===== src/rtl/sample_to_ascii_frame_top_defines.svh =====
// Assertion macros for the frame encoder.
`ifndef SAMPLE_TO_ASCII_FRAME_TOP_DEFINES_SVH
`define SAMPLE_TO_ASCII_FRAME_TOP_DEFINES_SVH

`ifndef SYNTHESIS
// same-cycle implication
`define STFA_ASSERT_IMP(label, clk, rst_n, ante, cons) \
	label: assert property (@(posedge clk) disable iff (!(rst_n)) (ante) |-> (cons)) \
		else $error("frame encoder check failed");
// next-cycle implication
`define STFA_ASSERT_NXT(label, clk, rst_n, ante, cons) \
	label: assert property (@(posedge clk) disable iff (!(rst_n)) (ante) |=> (cons)) \
		else $error("frame encoder check failed");
`else
`define STFA_ASSERT_IMP(label, clk, rst_n, ante, cons)
`define STFA_ASSERT_NXT(label, clk, rst_n, ante, cons)
`endif

`endif


===== src/rtl/stfa_pkg.sv =====
package stfa_pkg;

	localparam int unsigned SAMPLE_W = 12;
	localparam int unsigned POS_W    = 11;   // scaled value, max 1638
	localparam int unsigned PROD_W   = 24;   // 13-bit (sample+1) times 11-bit scale

	localparam logic [10:0] SCALE_MUL   = 11'd1638;
	localparam int unsigned SCALE_SHIFT = 12;

	localparam logic [7:0] CH_STX  = 8'h02;
	localparam logic [7:0] CH_DOT  = 8'h2E;
	localparam logic [7:0] CH_CR   = 8'h0D;
	localparam logic [7:0] CH_ETX  = 8'h03;
	localparam logic [7:0] CH_ZERO = 8'h30;

	// decimal digits of the scaled value
	typedef struct packed {
		logic       d3;   // thousands, only 0 or 1
		logic [3:0] d2;
		logic [3:0] d1;
		logic [3:0] d0;
	} digits_t;

endpackage


===== src/rtl/sample_to_ascii_frame_top.sv =====
// Channel   Dir  Bus                         Contents
// s_axis    in   s_tvalid/s_tready/s_tdata   one 12-bit converter sample per word
// m_axis    out  m_tvalid/m_tready/m_tdata   one ASCII frame byte per word, tlast on ETX
//
// Each sample becomes an 8-word frame: STX, thousands, '.', hundreds, tens,
// units, CR, ETX, where the value is (1638*sample+1638) >> 12 (0..1638).
// Output bus: one byte per cycle while m_tready is high; new samples can enter
// the pipeline while a frame is still going out. The first byte is valid once
// the sample has passed the 4 math stages and the frame register. No state
// beyond the pipeline; reset only empties it. Stalls on m_tready back-pressure
// through valid/ready on every stage; nothing is dropped or repeated.
`include "sample_to_ascii_frame_top_defines.svh"

module sample_to_ascii_frame_top (
	input  logic        clk,
	input  logic        arst_n,
	input  logic        s_tvalid,
	output logic        s_tready,
	input  logic [15:0] s_tdata,   // [11:0] sample, [15:12] zero fill
	output logic        m_tvalid,
	input  logic        m_tready,
	output logic [7:0]  m_tdata,   // [7:0] frame_byte
	output logic        m_tlast    // frame_end
);

	// digit pipeline -> frame register
	logic              dig_valid;
	logic              dig_ready;
	stfa_pkg::digits_t dig;

	// scale by 1638/4096 and peel off decimal digits, one split per stage
	stfa_digits u_digits (
		.clk       (clk),
		.arst_n    (arst_n),
		.in_valid  (s_tvalid),
		.in_ready  (s_tready),
		.sample    (s_tdata[stfa_pkg::SAMPLE_W-1:0]),
		.out_valid (dig_valid),
		.out_ready (dig_ready),
		.digits    (dig)
	);

	// frame register doubles as the output register; it reloads in the same
	// cycle the ETX word leaves, so frames go out back to back
	stfa_serializer u_ser (
		.clk      (clk),
		.arst_n   (arst_n),
		.in_valid (dig_valid),
		.in_ready (dig_ready),
		.digits   (dig),
		.m_tvalid (m_tvalid),
		.m_tready (m_tready),
		.m_tdata  (m_tdata),
		.m_tlast  (m_tlast)
	);

	// frame end always carries ETX
	`STFA_ASSERT_IMP(a_last_is_etx, clk, arst_n, m_tvalid && m_tlast, m_tdata == stfa_pkg::CH_ETX)
	// a word following a finished frame opens with STX
	`STFA_ASSERT_NXT(a_next_is_stx, clk, arst_n, m_tvalid && m_tready && m_tlast, !m_tvalid || m_tdata == stfa_pkg::CH_STX)
	// a stalled word is not withdrawn
	`STFA_ASSERT_NXT(a_hold_valid, clk, arst_n, m_tvalid && !m_tready, m_tvalid)

endmodule


===== src/rtl/stfa_digits.sv =====
// Scale and split into decimal digits, four register stages.
module stfa_digits (
	input  logic                            clk,
	input  logic                            arst_n,
	input  logic                            in_valid,
	output logic                            in_ready,
	input  logic [stfa_pkg::SAMPLE_W-1:0]   sample,
	output logic                            out_valid,
	input  logic                            out_ready,
	output stfa_pkg::digits_t               digits
);

	localparam int unsigned PROD_W = stfa_pkg::PROD_W;

	// stage 1: scaled value
	logic                          v_s1;
	logic [stfa_pkg::POS_W-1:0]    pos_s1;
	// stage 2: thousands split
	logic                          v_s2;
	logic                          d3_s2;
	logic [9:0]                    r_s2;
	// stage 3: hundreds split
	logic                          v_s3;
	logic                          d3_s3;
	logic [3:0]                    d2_s3;
	logic [6:0]                    r_s3;
	// stage 4: all digits
	logic                          v_s4;
	stfa_pkg::digits_t             dig_s4;

	logic rdy1, rdy2, rdy3, rdy4;

	assign rdy4     = !v_s4 || out_ready;
	assign rdy3     = !v_s3 || rdy4;
	assign rdy2     = !v_s2 || rdy3;
	assign rdy1     = !v_s1 || rdy2;
	assign in_ready = rdy1;

	// stage 1 math
	logic [12:0]                   inc_c;
	logic [PROD_W-1:0]             prod1_c;
	assign inc_c   = {1'b0, sample} + 13'd1;
	assign prod1_c = PROD_W'(inc_c) * PROD_W'(stfa_pkg::SCALE_MUL);

	// stage 2 math
	logic        ge1000_c;
	logic [10:0] sub1000_c;
	assign ge1000_c  = (pos_s1 >= 11'd1000);
	assign sub1000_c = pos_s1 - 11'd1000;

	// stage 3 math: x*41 >> 12 is x/100 for x < 1000
	logic [15:0] prod3_c;
	logic [3:0]  q100_c;
	logic [9:0]  sub100_c;
	assign prod3_c  = 16'(r_s2) * 16'd41;
	assign q100_c   = prod3_c[15:12];
	assign sub100_c = r_s2 - (10'(q100_c) * 10'd100);

	// stage 4 math: x*205 >> 11 is x/10 for x < 100
	logic [14:0] prod4_c;
	logic [3:0]  q10_c;
	logic [6:0]  sub10_c;
	assign prod4_c = 15'(r_s3) * 15'd205;
	assign q10_c   = prod4_c[14:11];
	assign sub10_c = r_s3 - (7'(q10_c) * 7'd10);

	always_ff @(posedge clk or negedge arst_n) begin
		if (!arst_n) begin
			v_s1 <= 1'b0;
			v_s2 <= 1'b0;
			v_s3 <= 1'b0;
			v_s4 <= 1'b0;
		end else begin
			if (rdy1) v_s1 <= in_valid;
			if (rdy2) v_s2 <= v_s1;
			if (rdy3) v_s3 <= v_s2;
			if (rdy4) v_s4 <= v_s3;
		end
	end

	always_ff @(posedge clk) begin
		if (rdy1 && in_valid) begin
			pos_s1 <= prod1_c[stfa_pkg::SCALE_SHIFT +: stfa_pkg::POS_W];
		end
		if (rdy2 && v_s1) begin
			d3_s2 <= ge1000_c;
			r_s2  <= ge1000_c ? sub1000_c[9:0] : pos_s1[9:0];
		end
		if (rdy3 && v_s2) begin
			d3_s3 <= d3_s2;
			d2_s3 <= q100_c;
			r_s3  <= sub100_c[6:0];
		end
		if (rdy4 && v_s3) begin
			dig_s4.d3 <= d3_s3;
			dig_s4.d2 <= d2_s3;
			dig_s4.d1 <= q10_c;
			dig_s4.d0 <= sub10_c[3:0];
		end
	end

	assign out_valid = v_s4;
	assign digits    = dig_s4;

endmodule


===== src/rtl/stfa_serializer.sv =====
// Holds one frame and sends it a byte per word; reloads on the ETX handoff.
module stfa_serializer (
	input  logic              clk,
	input  logic              arst_n,
	input  logic              in_valid,
	output logic              in_ready,
	input  stfa_pkg::digits_t digits,
	output logic              m_tvalid,
	input  logic              m_tready,
	output logic [7:0]        m_tdata,
	output logic              m_tlast
);

	localparam logic [2:0] POS_STX = 3'd0;
	localparam logic [2:0] POS_D3  = 3'd1;
	localparam logic [2:0] POS_DOT = 3'd2;
	localparam logic [2:0] POS_D2  = 3'd3;
	localparam logic [2:0] POS_D1  = 3'd4;
	localparam logic [2:0] POS_D0  = 3'd5;
	localparam logic [2:0] POS_CR  = 3'd6;
	localparam logic [2:0] POS_ETX = 3'd7;

	logic              busy_q;
	logic [2:0]        idx_q;
	stfa_pkg::digits_t dig_q;
	logic              load;
	logic              at_end;

	assign at_end   = (idx_q == POS_ETX);
	assign in_ready = !busy_q || (m_tready && at_end);
	assign load     = in_valid && in_ready;

	always_ff @(posedge clk or negedge arst_n) begin
		if (!arst_n) begin
			busy_q <= 1'b0;
			idx_q  <= POS_STX;
		end else if (load) begin
			busy_q <= 1'b1;
			idx_q  <= POS_STX;
		end else if (busy_q && m_tready) begin
			if (at_end) begin
				busy_q <= 1'b0;
			end else begin
				idx_q <= idx_q + 3'd1;
			end
		end
	end

	always_ff @(posedge clk) begin
		if (load) begin
			dig_q <= digits;
		end
	end

	always_comb begin
		unique case (idx_q)
			POS_STX: m_tdata = stfa_pkg::CH_STX;
			POS_D3:  m_tdata = stfa_pkg::CH_ZERO + {7'd0, dig_q.d3};
			POS_DOT: m_tdata = stfa_pkg::CH_DOT;
			POS_D2:  m_tdata = stfa_pkg::CH_ZERO + {4'd0, dig_q.d2};
			POS_D1:  m_tdata = stfa_pkg::CH_ZERO + {4'd0, dig_q.d1};
			POS_D0:  m_tdata = stfa_pkg::CH_ZERO + {4'd0, dig_q.d0};
			POS_CR:  m_tdata = stfa_pkg::CH_CR;
			POS_ETX: m_tdata = stfa_pkg::CH_ETX;
			default: m_tdata = stfa_pkg::CH_ETX;
		endcase
	end

	assign m_tvalid = busy_q;
	assign m_tlast  = at_end;

endmodule

===== config.mk =====
export PLATFORM = sky130hd
export DESIGN_NAME = sample_to_ascii_frame_top
export DESIGN_NICKNAME = d
export VERILOG_FILES = /design/src/rtl/stfa_pkg.sv /design/src/rtl/sample_to_ascii_frame_top.sv /design/src/rtl/stfa_digits.sv /design/src/rtl/stfa_serializer.sv
export VERILOG_INCLUDE_DIRS = /design/src /design/src/rtl
export SDC_FILE = /design/constraint.sdc
export NUM_CORES = 1
export LEC_CHECK = 0
export BUFFER_PORTS_ARGS = -buffer_cell sky130_fd_sc_hd__buf_4
export CAP_MARGIN = 15
export CORE_ASPECT_RATIO = 1.5
export CORE_MARGIN = 2
export CORE_UTILIZATION = 45
export CTS_CLUSTER_SIZE = 10
export DETAILED_ROUTE_END_ITERATION = 8
export GPL_TIMING_DRIVEN = 1
export PLACE_DENSITY_LB_ADDON = 0.1
export SKIP_CTS_REPAIR_TIMING = 1
export SYNTH_ARGS = -nofsm -noshare
export SYNTH_HDL_FRONTEND = slang
export SYNTH_SLANG_ARGS = --single-unit

===== constraint.sdc =====
create_clock -name clk -period 4.7 [get_ports clk]
set_input_delay 0.235 -clock clk [delete_from_list [all_inputs] [get_ports clk]]
set_output_delay 0.235 -clock clk [all_outputs]
set_load 0.01 [all_outputs]

==> results of run 1 <==
[registers in the layout (all words and copies together), names as in the netlist, 3 cells and up]
name and flops:
u_ser.idx_q 3, u_digits.r_s2 10, u_digits.d2_s3 4, u_ser.dig_q 13, u_digits.pos_s1 11, u_digits.digits 13
u_digits.r_s3 7
[cell families after synthesis]
family	share of synthesized area
and+or+nand+nor	0.0608
DFF	0.302
xor gates and xnor gates	0.0634
adders and majority gates	0.419
AOI/OAI and AO/OA	0.0774
other	0.000566
muxes	0.00453
buffers and inverters	0.0719
[power groups by stage]
stage,sequential [mW],clock (mW),combinational (mW)
after global placement,0.875,0,2.41
after detailed placement,0.878,0,2.48
after CTS,0.866,0.675,2.51
after floorplan,0.866,0,1.67
after global routing,0.870,0.702,3.40
final,0.864,0.660,3.02
[critical path, stage by stage]
cell,delay [ns]
buf_8,0.09
nand3_4,0.08
nor2_4,0.14
and3_4,0.23
xnor2_2,0.12
inv_2,0.10
ha_4,0.28
inv_4,0.03
fa_1,0.49
inv_2,0.04
fa_1,0.44
fa_1,0.49
inv_1,0.05
fa_1,0.51
inv_2,0.05
ha_4,0.23
a21oi_4,0.17
o21ai_4,0.10
o21ai_4,0.19
a21oi_4,0.08
or4b_1,0.54
o2111ai_2,0.10
[cells in the mapped netlist (4+ instances only)]
| cell | count |
|---|---|
| a21oi_1 | 22 |
| nand3_1 | 15 |
| o21ai_0 | 10 |
| or2_2 | 4 |
| nor2b_1 | 5 |
| a21o_1 | 9 |
| nor2_1 | 20 |
| xnor2_1 | 30 |
| dfrtp_1 | 8 |
| edfxtp_1 | 60 |
| xor2_1 | 18 |
| fa_1 | 45 |
| inv_1 | 121 |
| nand2_1 | 17 |
| ha_1 | 150 |
| o21bai_1 | 5 |
[metal layers]
layer / vias to the layer above / wire (um) / GRT usage
met5: - / 0 / 0
met4: 0 / 133 / 0.0388
met3: 8 / 188 / 0.0307
met2: 43 / 8320 / 0.374
met1: 2200 / 4510 / 0.163
li1: 2242 / - / -
[stage by stage]
| step | util | TNS (ns) | power [mW] | instance area [um2] |
|---|---|---|---|---|
| 4_1_cts | 0.549 | -0.159 | 4.05 | 7940 |
| 2_1_floorplan | - | -0.0286 | 2.53 | 6780 |
| 6_report | 0.586 | 0 | 4.55 | 8480 |
| 3_3_place_gp | 0.528 | -1.33 | 3.28 | 7640 |
| 5_1_grt | 0.586 | -0.549 | 4.97 | 8480 |
| 3_5_place_dp | 0.528 | -2.15 | 3.36 | 7640 |
[area by class of cell]
cell class / instances / area, um2 / area share
clock buffers: 9 / 225 / 0.0266
clock inverters: 7 / 75.1 / 0.00885
inverters: 123 / 464 / 0.0548
multi-input cells: 403 / 4680 / 0.552
flip-flops and latches: 68 / 2000 / 0.236
well taps: 196 / 245 / 0.0289
repair buffers: 101 / 783 / 0.0924
[worst paths after layout]
kind,start,to,slack (ns),cells after the start
min in group asynchronous,arst_n,u_digits.v_s2$_DFFE_PN0P_,0.26,2
min,s_tvalid,u_digits.v_s1$_DFFE_PN0N_,0.11,2
min reg2reg,u_digits.digits[6]$_DFFE_PP_,u_ser.dig_q[6]$_DFFE_PP_,0.42,0
max reg2reg,u_digits.r_s2[4]$_DFFE_PP_,u_digits.r_s3[6]$_DFFE_PP_,0.16,20
max,s_tdata[0],u_digits.pos_s1[5]$_DFFE_PP_,0.07,22
max in group asynchronous,arst_n,u_digits.v_s1$_DFFE_PN0N_,4.31,2
[cell usage in the layout (no fill, tap or decap), types with 3 or more instances in the layout]
| cell | count |
|---|---|
| a21oi_2 | 4 |
| ha_1 | 132 |
| nand2_1 | 16 |
| o21ai_4 | 4 |
| buf_6 | 4 |
| dfrtp_1 | 8 |
| nand3_1 | 10 |
| inv_2 | 7 |
| a21oi_1 | 16 |
| clkbuf_16 | 9 |
| xor2_2 | 6 |
| nor2_4 | 4 |
| nand3_4 | 3 |
| a22oi_1 | 3 |
| xor2_1 | 12 |
| mux2i_1 | 3 |
| xnor2_1 | 26 |
| a21o_1 | 9 |
| xnor2_2 | 3 |
| or2_2 | 4 |
| edfxtp_1 | 60 |
| a22o_1 | 3 |
| buf_4 | 95 |
| ha_4 | 18 |
| fa_1 | 44 |
| inv_1 | 114 |
| o21ai_0 | 8 |
| nor2_1 | 17 |
| o21bai_1 | 4 |
| nor2b_1 | 5 |
| and3_4 | 3 |
==> impl_results.md, run 1 <==
* Status: complete, no violations
* Net Sw Power at 1.79 mW
* First-pass DRT Iterations at 5
* Reg power frac at 0.190
* Slew HR at 0.299
* Sequential fraction of the synthesis area at 0.302
* Setup WS pre-CTS at -0.371 ns
* CP Launch Type: input port
* Worst-path fanout max at 4
* Routability Congestion at 0.845
* Setup Viol. Count Final at 0
* Largest net degree at the start of global routing at 14
* TritonCTS clock tree: yes
* Final non-filler cell total at 907
* Req. time, crit path at 4.87 ns
* Die area at 0.0157 mm2
* WS Path Type: in2reg
* Die height at 153 um
* CORE AREA at 0.0145 mm2
* Post-synth EDFFs at 60
* RSZ-0062 raised after global routing: true
* H-tree levels at 3
* Power share of the clock group at 0.145
* Flop and latch count out of synthesis at 68
* GRT Resource Usage Total at 0.177
* Final WS setup at 0.0681 ns
* Clock latency at the later pin of the worst-skew pair at 0.33 ns
* DP Cell Count at 874
* Max-Cap Viols at 0
* Setup crit end kind: flop
* Fmax at 216 MHz
* CTS Sinks at 68
* Hold crit path type: in2reg
* Power Density at 536 mW/mm2
* Vias in the first global route at 5018
* Syn Area/Cell at 11.1 um2
* Max Buffers Root-to-Sink at 2
* Synth top area cells: ha_1 28%, edfxtp_1 27%, fa_1 14%, inv_1 6.9%, xnor2_1 4.0%
* Number of buffers created by CTS at 9
* DPL Wire Length at 11100 um
* Yosys top cell area share at 0.283
* Initial antenna violation count at 0
* Maximum vdd drop at 0.000359 V
* Fin Clk Skew at 0.00552 ns
* Fin crit period at 4.63 ns
* Worst-margin pin slew at 1.05 ns
* CP arrival at 4.80 ns
* Clock slew at reported path FFs at 0.05 ns
* Root buffer cell: clkbuf_16
* Cell Rows at 54
* IO Count at 31
* Synth-to-Final Area Change at 27.9%
* Combinational share of power at 0.665
* I/O Buffers at 24
* Diode count at 0
* Final ANT Viol Nets at 0
* FFs w/ async S/R, synth at 0.118
* DR DRC count at 0
* Final hold violation count at 0
* Max-slew violations at 0
* Top FF cell, synth: edfxtp_1
* Nets at 921
* Yosys Warn Count at 0
* Vias per cell at 4.95
* Leak Pwr at 4.03 nW
* Starting DRT DRC Count at 113
* First-pass GRT wire length at 21700 um
* Fraction of layout cells with a size suffix above 1 at 0.269
* WHS at 0.112 ns
* Fin crit share at 0.986
* Initial core utilization at 0.458
* Die Wd at 103 um
* Global route total overflow at 0
* Via count at 4493
* Routed wire per std cell at 14.5 um
* Yosys top cell by area: ha_1
* Post-synth design cell area at 0.00663 mm2
* Filler Cell Count at 1249
* P_int at 2.76 mW
* DRT Wirelength at 13100 um
* Sw frac at 0.394
* Post-synthesis cell count at 595
* Synth cell types at 51
(Power assumes the default switching activity.)
==> inputs of run 2 (changes only) <==
- CORE_ASPECT_RATIO: 1.5 -> 1.4
- CORE_MARGIN: 2 -> unset
==> impl_results.md, run 2 (synthesized netlist as in run 1, its figures left out) <==
* Nets at 925
* First-pass DRT Iterations at 4
* Fin crit period at 4.56 ns
* Die height at 146 um
* CTS Sinks at 68
* Reg power frac at 0.203
* Fin area at 0.00842 mm2
* Max Buffers Root-to-Sink at 2
* Routability Congestion at 0.835
* WS Path Type: reg2reg
* Sw frac at 0.373
* Final total negative setup slack at 0 ns
* Final WS setup at 0.144 ns
* Crit-path most repeated cell: ha_1
* Commonest cells after routing, fill and taps aside: 138 x ha_1, 117 x inv_1, 102 x buf_4
* Placed instance area at 0.00768 mm2
* Maximum vdd drop at 0.000296 V
* Critical Path Slowest Stage Cell: fa_1
* Leak Pwr at 4.08 nW
* TritonCTS clock tree: yes
* Status: complete, no violations
* Initial antenna violation count at 0
* Initial core utilization at 0.459
* Total power at 4.25 mW
* Net Sw Power at 1.59 mW
* Vias in the first global route at 4718
* Filler Cell Count at 1236
* Register Area at 0.00200 mm2
* DR DRC count at 0
* Clock slew at reported path FFs at 0.05 ns
* Die Wd at 105 um
* Area occupied by multi-input gates at 0.00460 mm2
* Max-slew violations at 0
* DPL Wire Length at 10800 um
* Vias per cell at 4.95
* DP Cell Count at 873
* Final ANT Viol Nets at 0
* Setup crit end kind: flop
* CORE AREA at 0.0144 mm2
* Hold crit path type: in2reg
* Fin crit share at 0.969
* Routed wire per std cell at 13.7 um
* Req. time, crit path at 4.77 ns
* Synth-to-Final Area Change at 27.1%
* GRT Resource Usage Total at 0.174
* RSZ-0062 raised after global routing: true
* DRT Wirelength at 12400 um
* Max-Cap Viols at 0
* Combinational share of power at 0.632
* Starting DRT DRC Count at 111
* CP Cell Sequence: buf_4, ha_1, inv_1, fa_1, inv_1, ha_1, ha_1, or3_1, a221o_1, a31oi_4, o21bai_1, a21oi_2, xnor2_2, ha_1, inv_1, ha_1, a21oi_2, xnor2_1, xnor2_1, xnor2_1
* R2r setup slk at 0.14 ns
* Worst-margin pin slew at 1.04 ns
* First-pass GRT wire length at 21100 um
* Die area at 0.0152 mm2
* Clock latency at the later pin of the worst-skew pair at 0.32 ns
* Global route total overflow at 0
* Critical path's largest stage delay at 0.50 ns
* Number of buffers created by CTS at 9
* Setup Viol. Count Final at 0
* I/O Buffers at 24
* Root buffer cell: clkbuf_16
* Final non-filler cell total at 904
* Cell Rows at 52
* CP arrival at 4.62 ns
* Power Density at 505 mW/mm2
* IO Count at 31
* Fin Clk Skew at 0.00653 ns
* Power share of the clock group at 0.165
* Fmax at 220 MHz
* Setup WS pre-CTS at -0.328 ns
* Final hold violation count at 0
* P_int at 2.67 mW
* Slew HR at 0.307
* Fraction of layout cells with a size suffix above 1 at 0.260
* Worst-path fanout max at 3
* Largest net degree at the start of global routing at 14
* Diode count at 0
* Most common cell after layout, fill and taps aside: ha_1
* CP Launch Type: flop
* Via count at 4474
* H-tree levels at 3
## run 2: changes by cell type in the layout (fill, tap and decap cells not counted), sizes merged
cell	previous run	this run
clkinv	4	2
buf	100	104
clkbuf	9	10
bufinv	1	2
## run 2: worst paths after layout
check / cells past startpoint / end / start
max in group asynchronous: 2 / u_digits.v_s3$_DFFE_PN0P_ / arst_n
worst max-delay path: 20 / u_digits.r_s3[6]$_DFFE_PP_ / u_digits.r_s2[4]$_DFFE_PP_
worst min-delay path: 2 / u_digits.v_s1$_DFFE_PN0N_ / s_tvalid
worst min register to register: 0 / u_ser.dig_q[11]$_DFFE_PP_ / u_digits.digits[11]$_DFFE_PP_
worst max register to register: 20 / u_digits.r_s3[6]$_DFFE_PP_ / u_digits.r_s2[4]$_DFFE_PP_
min in group asynchronous: 2 / u_ser.idx_q[2]$_DFFE_PN0P_ / arst_n
## run 2: worst max-delay path: cells and delay by family (launching register included)
family / cells / cell delay (ns)
adders and majority gates: 6 / 1.72
AOI/OAI and AO/OA: 5 / 0.98
xor gates and xnor gates: 4 / 0.49
DFF: 1 / 0.45
and+or+nand+nor: 1 / 0.37
buffers and inverters: 4 / 0.31
## run 2: per-layer routing
metal	share of wire	routed length, um	track usage
met3	0.013	162	0.0237
met4	0.015	182	0.0543
met5	0	0	0
met2	0.60	7440	0.360
met1	0.37	4600	0.174
## run 2: power by group through the flow
| stage | Sequential [mW] | Combinational (mW) | Clock, mW |
|---|---|---|---|
| 2_1_floorplan | 0.866 | 1.67 | 0 |
| 3_3_place_gp | 0.876 | 2.40 | 0 |
| 3_5_place_dp | 0.879 | 2.46 | 0 |
| 4_1_cts | 0.867 | 2.49 | 0.714 |
| 5_1_grt | 0.873 | 3.06 | 0.744 |
| 6_report | 0.866 | 2.69 | 0.701 |
## run 2: cell type report
class / instances / share of cell area
clock buffers: 10 / 0.0272
flip-flops and latches: 68 / 0.238
inverters: 123 / 0.0548
repair buffers: 105 / 0.0948
clock inverters: 6 / 0.0104
well taps: 189 / 0.0281
multi-input cells: 403 / 0.547
## run 2: stage by stage
stage / utilization / hold WS, ns
final: 0.583 / 0.110
after global routing: 0.583 / 0.113
after CTS: 0.553 / -0.289
after detailed placement: 0.532 / 0.0598
after global placement: 0.532 / 0.0550
after floorplan: - / -0.0606
